## config.mk

```make
export PLATFORM = sky130hd
export DESIGN_NAME = note_to_frequency_and_duration
export DESIGN_NICKNAME = d
export VERILOG_FILES = /design/src/rtl/core/nfd_pkg.sv /design/src/rtl/core/nfd_front.sv /design/src/rtl/core/nfd_div_stage.sv /design/src/rtl/core/note_to_frequency_and_duration.sv
export SDC_FILE = /design/constraint.sdc
export NUM_CORES = 2
export LEC_CHECK = 0
export ABC_AREA = 1
export BUFFER_PORTS_ARGS = -buffer_cell sky130_fd_sc_hd__clkbuf_2
export CORE_ASPECT_RATIO = 0.75
export CORE_UTILIZATION = 45
export CTS_CLUSTER_SIZE = 25
export DETAILED_ROUTE_END_ITERATION = 16
export GPL_TIMING_DRIVEN = 0
export HOLD_SLACK_MARGIN = 0.02
export MAX_ROUTING_LAYER = met4
export PLACE_DENSITY_LB_ADDON = 0.3
export SYNTH_ARGS = -nofsm -noshare
export SYNTH_HDL_FRONTEND = slang
export SYNTH_SLANG_ARGS = --single-unit
```

## constraint.sdc

```tcl
create_clock -name clk_i -period 24.1 [get_ports clk_i]
set_clock_uncertainty 0.1 [all_clocks]
set_input_delay 4.82 -clock clk_i [delete_from_list [all_inputs] [get_ports clk_i]]
set_output_delay 4.82 -clock clk_i [all_outputs]
set_load 0.1 [all_outputs]
```

## src/rtl/core/nfd_pkg.sv

```systemverilog
// ----------------------------------------------------------------------------
// nfd_pkg
// Shared types, constants and tables of the note to frequency block.
// ----------------------------------------------------------------------------
package nfd_pkg;

  // Divider: bits resolved per stage and number of stages
  localparam int DivBits   = 4;
  localparam int DivWidth  = 32;
  localparam int DivStages = DivWidth / DivBits;

  // Input register, decode, multiply, prepare, divider chain, output register
  localparam int Latency = 4 + DivStages + 1;

  localparam logic [27:0] DurMax  = 28'hFFF_FFFF;
  localparam logic [15:0] FreqMax = 16'hFFFF;
  localparam logic [2:0]  LetterRest = 3'd7;

  typedef enum logic [2:0] {
    CfgA4Hz       = 3'd0,
    CfgBeatsPerBar = 3'd1,
    CfgBeatUnit   = 3'd2,
    CfgTempoBpm   = 3'd3
  } cfg_idx_e;

  typedef struct packed {
    logic [9:0] a4_hz;
    logic [4:0] beats_per_bar;
    logic [4:0] beat_unit;
    logic [8:0] tempo_bpm;
  } cfg_t;

  // One word in flight through the divider chain
  typedef struct packed {
    logic        valid;
    logic        rest;
    logic        zero;
    logic [15:0] freq;
    logic [21:0] dvs;
    logic [21:0] rem;
    logic [31:0] dvd;
    logic [31:0] quo;
  } div_t;

  // Semitone offset of each letter from A
  function automatic logic signed [4:0] letter_offset(input logic [2:0] letter);
    logic signed [4:0] off;
    case (letter)
      3'd0:    off = -5'sd9;
      3'd1:    off = -5'sd7;
      3'd2:    off = -5'sd5;
      3'd3:    off = -5'sd4;
      3'd4:    off = -5'sd2;
      3'd5:    off = 5'sd0;
      3'd6:    off = 5'sd2;
      default: off = 5'sd0;
    endcase
    return off;
  endfunction

  // round(2^(k/12) * 2^24)
  function automatic logic [24:0] semitone_q24(input logic [3:0] k);
    logic [24:0] v;
    case (k)
      4'd0:    v = 25'd16777216;
      4'd1:    v = 25'd17774841;
      4'd2:    v = 25'd18831788;
      4'd3:    v = 25'd19951585;
      4'd4:    v = 25'd21137968;
      4'd5:    v = 25'd22394897;
      4'd6:    v = 25'd23726566;
      4'd7:    v = 25'd25137421;
      4'd8:    v = 25'd26632170;
      4'd9:    v = 25'd28215802;
      4'd10:   v = 25'd29893600;
      4'd11:   v = 25'd31671166;
      default: v = 25'd0;
    endcase
    return v;
  endfunction

  // One restoring division step
  function automatic div_t div_step(input div_t s);
    div_t        o;
    logic [22:0] r;
    logic        qb;
    o  = s;
    r  = {s.rem, s.dvd[31]};
    qb = 1'b0;
    if (r >= {1'b0, s.dvs}) begin
      r  = r - {1'b0, s.dvs};
      qb = 1'b1;
    end
    o.rem = r[21:0];
    o.dvd = {s.dvd[30:0], 1'b0};
    o.quo = {s.quo[30:0], qb};
    return o;
  endfunction

endpackage

```

## src/rtl/core/nfd_front.sv

```systemverilog
// ----------------------------------------------------------------------------
// nfd_front
// Four register stages: capture, decode and small products, wide products,
// then rounding of the frequency and setup of the duration division.
// ----------------------------------------------------------------------------
module nfd_front (
  input  logic          clk_i,
  input  logic          rst_ni,
  input  nfd_pkg::cfg_t cfg_i,
  input  logic          valid_i,
  input  logic [2:0]    note_letter_i,
  input  logic [2:0]    accidental_i,
  input  logic [3:0]    octave_i,
  input  logic [6:0]    length_num_i,
  input  logic [6:0]    length_den_i,
  output nfd_pkg::div_t div_o
);

  // Stage A: capture the word
  logic       a_valid_q;
  logic [2:0] a_letter_q;
  logic [2:0] a_acc_q;
  logic [3:0] a_oct_q;
  logic [6:0] a_num_q;
  logic [6:0] a_den_q;

  always_ff @(posedge clk_i or negedge rst_ni) begin
    if (!rst_ni) begin
      a_valid_q <= 1'b0;
    end else begin
      a_valid_q <= valid_i;
    end
  end

  always_ff @(posedge clk_i) begin
    a_letter_q <= note_letter_i;
    a_acc_q    <= accidental_i;
    a_oct_q    <= octave_i;
    a_num_q    <= length_num_i;
    a_den_q    <= length_den_i;
  end

  // Decode semitone distance, biased by six octaves, into octave and step
  logic signed [9:0] biased_s;
  logic [7:0]  biased;
  logic [15:0] recip;
  logic [4:0]  oct_q5;
  logic [7:0]  k_w;
  logic [7:0]  oct12;

  always_comb begin
    oct12    = 8'({4'd0, a_oct_q} * 8'd12);
    biased_s = 10'sd24 + 10'(nfd_pkg::letter_offset(a_letter_q))
             + $signed({2'b00, oct12}) + 10'($signed(a_acc_q));
    biased   = biased_s[7:0];
    recip    = 16'({8'd0, biased} * 16'd171);
    oct_q5   = recip[15:11];
    k_w      = 8'(biased - 8'({3'd0, oct_q5} * 8'd12));
  end

  // Stage B: step index, shift, partial products
  logic        b_valid_q;
  logic        b_rest_q;
  logic [3:0]  b_k_q;
  logic [4:0]  b_shift_q;
  logic [11:0] b_num_bpb_q;
  logic [13:0] b_tempo_unit_q;
  logic [6:0]  b_den_q;

  always_ff @(posedge clk_i or negedge rst_ni) begin
    if (!rst_ni) begin
      b_valid_q <= 1'b0;
    end else begin
      b_valid_q <= a_valid_q;
    end
  end

  always_ff @(posedge clk_i) begin
    b_rest_q       <= (a_letter_q == nfd_pkg::LetterRest);
    b_k_q          <= k_w[3:0];
    b_shift_q      <= 5'(5'd30 - oct_q5);
    b_num_bpb_q    <= 12'({7'd0, cfg_i.beats_per_bar} * {5'd0, a_num_q});
    b_tempo_unit_q <= 14'({5'd0, cfg_i.tempo_bpm} * {9'd0, cfg_i.beat_unit});
    b_den_q        <= a_den_q;
  end

  // Stage C: pitch product and the two duration terms
  logic        c_valid_q;
  logic        c_rest_q;
  logic [4:0]  c_shift_q;
  logic [34:0] c_prod_q;
  logic [29:0] c_top_q;
  logic [20:0] c_bottom_q;

  always_ff @(posedge clk_i or negedge rst_ni) begin
    if (!rst_ni) begin
      c_valid_q <= 1'b0;
    end else begin
      c_valid_q <= b_valid_q;
    end
  end

  always_ff @(posedge clk_i) begin
    c_rest_q   <= b_rest_q;
    c_shift_q  <= b_shift_q;
    c_prod_q   <= 35'({25'd0, cfg_i.a4_hz} * {10'd0, nfd_pkg::semitone_q24(b_k_q)});
    c_top_q    <= 30'({18'd0, b_num_bpb_q} * 30'd240000);
    c_bottom_q <= 21'({7'd0, b_tempo_unit_q} * {14'd0, b_den_q});
  end

  // Round the frequency half up, saturate; set up the division
  logic [35:0]   half;
  logic [35:0]   shifted;
  logic [15:0]   freq;
  nfd_pkg::div_t div_d;

  always_comb begin
    half    = 36'd1 << (c_shift_q - 5'd1);
    shifted = ({1'b0, c_prod_q} + half) >> c_shift_q;
    if (c_rest_q) begin
      freq = 16'd0;
    end else if (shifted > 36'(nfd_pkg::FreqMax)) begin
      freq = nfd_pkg::FreqMax;
    end else begin
      freq = shifted[15:0];
    end
    div_d.valid = c_valid_q;
    div_d.rest  = c_rest_q;
    div_d.zero  = (c_bottom_q == 21'd0);
    div_d.freq  = freq;
    div_d.dvs   = {c_bottom_q, 1'b0};
    div_d.rem   = 22'd0;
    div_d.dvd   = 32'({c_top_q, 1'b0}) + 32'(c_bottom_q);
    div_d.quo   = 32'd0;
  end

  // Stage D register
  always_ff @(posedge clk_i or negedge rst_ni) begin
    if (!rst_ni) begin
      div_o <= '0;
    end else begin
      div_o <= div_d;
    end
  end

endmodule

```

## src/rtl/core/nfd_div_stage.sv

```systemverilog
// ----------------------------------------------------------------------------
// nfd_div_stage
// One stage of the pipelined restoring divider: resolves DivBits (4) quotient bits.
// ----------------------------------------------------------------------------
module nfd_div_stage (
  input  logic          clk_i,
  input  logic          rst_ni,
  input  nfd_pkg::div_t div_i,
  output nfd_pkg::div_t div_o
);

  nfd_pkg::div_t div_d;

  // Run the steps of this stage back to back
  always_comb begin
    div_d = div_i;
    for (int i = 0; i < nfd_pkg::DivBits; i++) begin
      div_d = nfd_pkg::div_step(div_d);
    end
  end

  always_ff @(posedge clk_i or negedge rst_ni) begin
    if (!rst_ni) begin
      div_o <= '0;
    end else begin
      div_o <= div_d;
    end
  end

endmodule

```

## src/rtl/core/note_to_frequency_and_duration.sv

```systemverilog
// Pipeline: 4 front stages, 8 divider stages and one output register from start
// to done_o. Throughput: one word per cycle, set by the divider chain, which
// resolves 4 quotient bits per stage. busy stays low. Reset: asynchronous,
// active low; clears all valid bits and loads the configuration registers
// with A4 = 440 Hz, 4/4 time, 120 bpm. The receiver cannot stall.
// ----------------------------------------------------------------------------
// note_to_frequency_and_duration
// Gives the pitch and the length in milliseconds of one decoded note.
// ----------------------------------------------------------------------------
module note_to_frequency_and_duration (
  input  logic        clk_i,
  input  logic        rst_ni,
  input  logic        cfg_we_i,
  input  logic [2:0]  cfg_idx_i,
  input  logic [9:0]  cfg_data_i,
  input  logic        start,
  output logic        busy,
  input  logic [2:0]  note_letter_i,
  input  logic [2:0]  accidental_i,
  input  logic [3:0]  octave_i,
  input  logic [6:0]  length_num_i,
  input  logic [6:0]  length_den_i,
  output logic        done_o,
  output logic [15:0] frequency_hz_o,
  output logic [27:0] duration_ms_o,
  output logic        is_rest_o
);

  // Configuration registers
  nfd_pkg::cfg_t cfg_q;

  always_ff @(posedge clk_i or negedge rst_ni) begin
    if (!rst_ni) begin
      cfg_q.a4_hz         <= 10'd440;
      cfg_q.beats_per_bar <= 5'd4;
      cfg_q.beat_unit     <= 5'd4;
      cfg_q.tempo_bpm     <= 9'd120;
    end else if (cfg_we_i) begin
      case (cfg_idx_i)
        nfd_pkg::CfgA4Hz:        cfg_q.a4_hz         <= cfg_data_i;
        nfd_pkg::CfgBeatsPerBar: cfg_q.beats_per_bar <= cfg_data_i[4:0];
        nfd_pkg::CfgBeatUnit:    cfg_q.beat_unit     <= cfg_data_i[4:0];
        nfd_pkg::CfgTempoBpm:    cfg_q.tempo_bpm     <= cfg_data_i[8:0];
        default: ;
      endcase
    end
  end

  // Fully pipelined: a word is taken every cycle
  assign busy = 1'b0;

  nfd_pkg::div_t div_s [0:nfd_pkg::DivStages];

  nfd_front u_front (
    .clk_i         (clk_i),
    .rst_ni        (rst_ni),
    .cfg_i         (cfg_q),
    .valid_i       (start && !busy),
    .note_letter_i (note_letter_i),
    .accidental_i  (accidental_i),
    .octave_i      (octave_i),
    .length_num_i  (length_num_i),
    .length_den_i  (length_den_i),
    .div_o         (div_s[0])
  );

  // Divider chain
  for (genvar g = 0; g < nfd_pkg::DivStages; g++) begin : g_div
    nfd_div_stage u_stage (
      .clk_i  (clk_i),
      .rst_ni (rst_ni),
      .div_i  (div_s[g]),
      .div_o  (div_s[g+1])
    );
  end

  // Saturate the quotient and register the result word
  logic        done_q;
  logic [15:0] freq_q;
  logic [27:0] dur_q;
  logic        rest_q;
  logic [27:0] dur_d;

  always_comb begin
    if (div_s[nfd_pkg::DivStages].zero ||
        div_s[nfd_pkg::DivStages].quo > 32'(nfd_pkg::DurMax)) begin
      dur_d = nfd_pkg::DurMax;
    end else begin
      dur_d = div_s[nfd_pkg::DivStages].quo[27:0];
    end
  end

  always_ff @(posedge clk_i or negedge rst_ni) begin
    if (!rst_ni) begin
      done_q <= 1'b0;
    end else begin
      done_q <= div_s[nfd_pkg::DivStages].valid;
    end
  end

  always_ff @(posedge clk_i) begin
    freq_q <= div_s[nfd_pkg::DivStages].freq;
    dur_q  <= dur_d;
    rest_q <= div_s[nfd_pkg::DivStages].rest;
  end

  assign done_o         = done_q;
  assign frequency_hz_o = freq_q;
  assign duration_ms_o  = dur_q;
  assign is_rest_o      = rest_q;

endmodule

```

==> metrics.txt <==
# TYPE chip_impl_metric gauge
chip_impl_metric{name="worst_path_largest_cell_delay",unit="ns"} 0.68
chip_impl_metric{name="hold_buffers_post_cts",unit=""} 0
chip_impl_metric{name="max_freq",unit="MHz"} 87.70
chip_impl_metric{name="slew_headroom",unit="%"} 35.15
chip_impl_metric{name="setup_viol",unit=""} 0
chip_impl_metric{name="postRouteWirelength",unit="um"} 250000
chip_impl_info{name="synth.top_cells.by_area",value="sky130_fd_sc_hd__dfrtp_1 (22%), sky130_fd_sc_hd__ha_1 (15%), sky130_fd_sc_hd__nand2_1 (13%), sky130_fd_sc_hd__fa_1 (8.8%), sky130_fd_sc_hd__inv_1 (6.6%)"} 1
chip_impl_info{name="critical_path_startpoint_category",value="flop"} 1
chip_impl_metric{name="post_synthesis_average_cell_area",unit="sq um"} 7.695
chip_impl_metric{name="ys_ff_latch",unit=""} 971
chip_impl_info{name="post-synth-top-area-cell",value="sky130_fd_sc_hd__dfrtp_1"} 1
chip_impl_metric{name="core_area",unit="sq um"} 185800
chip_impl_metric{name="cts.sink_count",unit=""} 971
chip_impl_metric{name="final_weighted_congestion_in_routability_driven_placement",unit=""} 0.9550
chip_impl_metric{name="timing.max_cap.violations",unit=""} 0
chip_impl_info{name="crit_family",value="compound AO/OA/AOI/OAI gates"} 1
chip_impl_metric{name="clkTransAtPathRegs",unit="ns"} 0.06
chip_impl_metric{name="synth_top_area_share",unit="%"} 22.07
chip_impl_metric{name="synth.cell_area",unit="sq um"} 84120
chip_impl_info{name="ys.flop_type",value="sky130_fd_sc_hd__dfrtp_1"} 1
chip_impl_metric{name="tritoncts.num_buffers",unit=""} 104
chip_impl_metric{name="wire_per_inst",unit="um"} 18.22
chip_impl_metric{name="area.growth.synth_to_final",unit="%"} 8.881
chip_impl_metric{name="final_nets",unit=""} 12520
chip_impl_metric{name="pin_count",unit=""} 88
chip_impl_metric{name="post-route-drc-count",unit=""} 0
chip_impl_info{name="worstSetupEndpointType",value="flop"} 1
chip_impl_metric{name="fin_crit_sh",unit="%"} 47.31
chip_impl_info{name="grt_setup_unrepaired",value="false"} 1
chip_impl_metric{name="drt-vias-per-instance",unit=""} 5.311
chip_impl_info{name="tritoncts_clock_tree",value="yes"} 1
chip_impl_metric{name="post_route_cells_drive_above_1_share",unit="%"} 4.955
chip_impl_metric{name="maxSlewViolCount",unit=""} 0
chip_impl_metric{name="initial_standard_cell_utilization_of_the_core",unit="%"} 45.27
chip_impl_metric{name="clk-insertion-delay-late",unit="ns"} 0.77
chip_impl_metric{name="hold_viol_final",unit=""} 0
chip_impl_metric{name="ant_nets",unit=""} 0
chip_impl_info{name="critical_path.most_common_cell",value="sky130_fd_sc_hd__nand2_1"} 1
chip_impl_info{name="final_common_cell",value="sky130_fd_sc_hd__nand2_1"} 1
chip_impl_metric{name="detailed_place_hpwl",unit="um"} 207900
chip_impl_metric{name="dieHeight",unit="um"} 376.4
chip_impl_metric{name="synth_nets",unit=""} 12320
chip_impl_info{name="critical_path.startpoint",value="g_div[5].u_stage.div_o[57]"} 1
chip_impl_metric{name="core.rowCount",unit=""} 137
chip_impl_metric{name="post_cts_resize_count",unit=""} 0
chip_impl_metric{name="io_buffer_count",unit=""} 86
chip_impl_metric{name="ctsLongestPathBuffers",unit=""} 3
chip_impl_metric{name="worst_ep_arrival_time",unit="ns"} 11.92
chip_impl_metric{name="synthArstFlopShare",unit="%"} 77.55
chip_impl_metric{name="worst_ep_required",unit="ns"} 24.62
chip_impl_metric{name="grt_first_pass_wirelength",unit="um"} 396300
chip_impl_metric{name="finalCriticalPeriod",unit="ns"} 11.40
chip_impl_metric{name="grt_antenna_before_repair",unit=""} 12
chip_impl_metric{name="utilization",unit="%"} 49.29
chip_impl_metric{name="grt_use_total",unit="%"} 27.30
chip_impl_metric{name="first_global_vias",unit=""} 70690
chip_impl_metric{name="drtIter0Drc",unit=""} 6064
chip_impl_metric{name="post_cts_setup_repair_bufs",unit=""} 0
chip_impl_metric{name="via_count",unit=""} 72900
chip_impl_metric{name="fin_setup_tns",unit="ns"} 0
chip_impl_info{name="critical-path-slowest-cell",value="sky130_fd_sc_hd__a21oi_1"} 1
chip_impl_metric{name="htree_num_levels",unit=""} 3
chip_impl_metric{name="grt_overflow_total",unit=""} 0
chip_impl_metric{name="worstPathMaxFanout",unit=""} 10
chip_impl_metric{name="syn_inst",unit=""} 10930
chip_impl_metric{name="critPathBufInv",unit=""} 9
chip_impl_metric{name="synth_enable_flop_cells",unit=""} 0
chip_impl_metric{name="synth-seq-area-share",unit="%"} 27.60
chip_impl_info{name="worstReg2RegStart",value="g_div[5].u_stage.div_o[57]"} 1
chip_impl_info{name="critPathKind",value="flop to flop"} 1
chip_impl_info{name="outcome",value="finished clean"} 1
chip_impl_metric{name="ys_warn_count",unit=""} 0
chip_impl_metric{name="worst_slew_pin_tran",unit="ns"} 0.9639
chip_impl_metric{name="die_area",unit="sq um"} 188700
chip_impl_info{name="hold_path_startpoint",value="u_front.a_den_q[0]"} 1
chip_impl_metric{name="drt_first_pass_iters",unit=""} 7
chip_impl_info{name="final_cell_mix",value="sky130_fd_sc_hd__nand2_1 (2830), sky130_fd_sc_hd__inv_1 (1476), sky130_fd_sc_hd__ha_1 (980)"} 1
chip_impl_info{name="min_path_type",value="flop to flop"} 1
chip_impl_info{name="clock_tree.root_cell",value="sky130_fd_sc_hd__clkbuf_16"} 1
chip_impl_metric{name="die_w",unit="um"} 501.2
chip_impl_metric{name="maximum_number_of_pins_on_one_net_before_global_route_repair",unit=""} 117
chip_impl_metric{name="yosysUniqueCellTypes",unit=""} 81
[final cells by class]
type	count	area (sq um)
inverters	1500	5640
clock buffers	138	2965
clock inverters	59	749.5
well taps	2502	3131
fillers	18310	94220
plain buffers	238	1191
diodes	2	5.005
multi-input cells	8223	54070
repair buffers	93	615.6
flip-flops and latches	971	23220
[registers in the layout (all words and copies together) (netlist names), 5 cells and up, named ones only]
| register | cells |
|---|---|
| cfg_q | 29 |
| duration_ms_o | 28 |
| frequency_hz_o | 16 |
| g_div.u_stage.div_o | 656 |
| u_front.a_den_q | 7 |
| u_front.a_num_q | 7 |
| u_front.b_den_q | 7 |
| u_front.b_num_bpb_q | 12 |
| u_front.b_shift_q | 5 |
| u_front.b_tempo_unit_q | 14 |
| u_front.c_bottom_q | 21 |
| u_front.c_prod_q | 35 |
| u_front.c_shift_q | 5 |
| u_front.c_top_q | 23 |
| u_front.div_o | 64 |
[cells in the mapped netlist, types with 12 or more instances]
cell type                     n
sky130_fd_sc_hd__dfxtp_1    218
sky130_fd_sc_hd__nand3b_1    15
sky130_fd_sc_hd__buf_2       58
sky130_fd_sc_hd__a21boi_1    12
sky130_fd_sc_hd__clkbuf_1   109
sky130_fd_sc_hd__a31oi_1     56
sky130_fd_sc_hd__o211ai_1    42
sky130_fd_sc_hd__o21ai_2     16
sky130_fd_sc_hd__nand3_2     15
sky130_fd_sc_hd__o21ai_0    564
sky130_fd_sc_hd__dfrtp_1    742
sky130_fd_sc_hd__inv_1     1476
sky130_fd_sc_hd__buf_1       27
sky130_fd_sc_hd__nand2_1   2830
sky130_fd_sc_hd__a21oi_1    785
sky130_fd_sc_hd__a211oi_1    19
sky130_fd_sc_hd__o21bai_1    53
sky130_fd_sc_hd__ha_1       980
sky130_fd_sc_hd__nand4_1    107
sky130_fd_sc_hd__a221oi_1    13
sky130_fd_sc_hd__nor3_1      84
sky130_fd_sc_hd__xor2_1     393
sky130_fd_sc_hd__nand2_2     26
sky130_fd_sc_hd__buf_6       16
sky130_fd_sc_hd__a21boi_0    26
sky130_fd_sc_hd__inv_2       16
sky130_fd_sc_hd__o21a_1      36
sky130_fd_sc_hd__nor4_1      60
sky130_fd_sc_hd__buf_4       28
sky130_fd_sc_hd__or2_2       29
sky130_fd_sc_hd__xnor2_1    272
sky130_fd_sc_hd__o21ai_1    110
sky130_fd_sc_hd__a21o_1      41
sky130_fd_sc_hd__nor2_1     504
sky130_fd_sc_hd__nand3_1    637
sky130_fd_sc_hd__fa_1       368
[cell families (layout without fill, tap and decap cells)]
group	count (synthesis)	count (layout)	share of synthesized area (%)
buffers and inverters	1738	2028	8.121
AND/OR/NAND/NOR	4355	4355	21.63
other	1	3	0.004458
multiplexers	8	8	0.09668
AO/OA/AOI/OAI	1846	1846	12.29
flip-flops	971	971	27.60
XOR/XNOR	665	665	6.924
adder cells (fa/ha/maj)	1348	1348	23.33
[final timing paths]
check                                             endpoint  slack, ns  depth (start not counted)
max in group asynchronous        g_div[5].u_stage.div_o[5]      17.20                          5
min in group asynchronous        g_div[0].u_stage.div_o[1]       4.07                          1
worst min-delay path                    u_front.b_den_q[0]       0.23                          0
worst max-delay path            g_div[6].u_stage.div_o[65]      12.70                         61
worst min register to register          u_front.b_den_q[0]       0.23                          0
worst max register to register  g_div[6].u_stage.div_o[65]      12.70                         61
[layer usage]
layer,global-route usage (%),part of all wire [%],routed length [um],vias up
met5,-,0,0,-
met4,5.695,2.1,5274,0
met3,2.826,5.5,13730,281
met2,39.44,41,103700,1969
met1,40.86,51,127300,34520
li1,-,-,-,36130
[through the flow]
step | cells | worst slack (ns) | area (sq um) | hold slack, ns
floorplan | 10930 | 15.59 | 84120 | 0.2096
finish | 13730 | 12.70 | 91590 | 0.2258
global placement | 13520 | 0.6969 | 87680 | 0.2122
CTS | 13720 | 12.81 | 91590 | 0.2187
detailed placement | 13530 | 12.83 | 87870 | 0.2138
global route | 13720 | 11.68 | 91590 | 0.2245
Power is left out: the tool's default activity adds up to more than one toggle a clock period on the data nets, which glitch-free logic cannot reach.
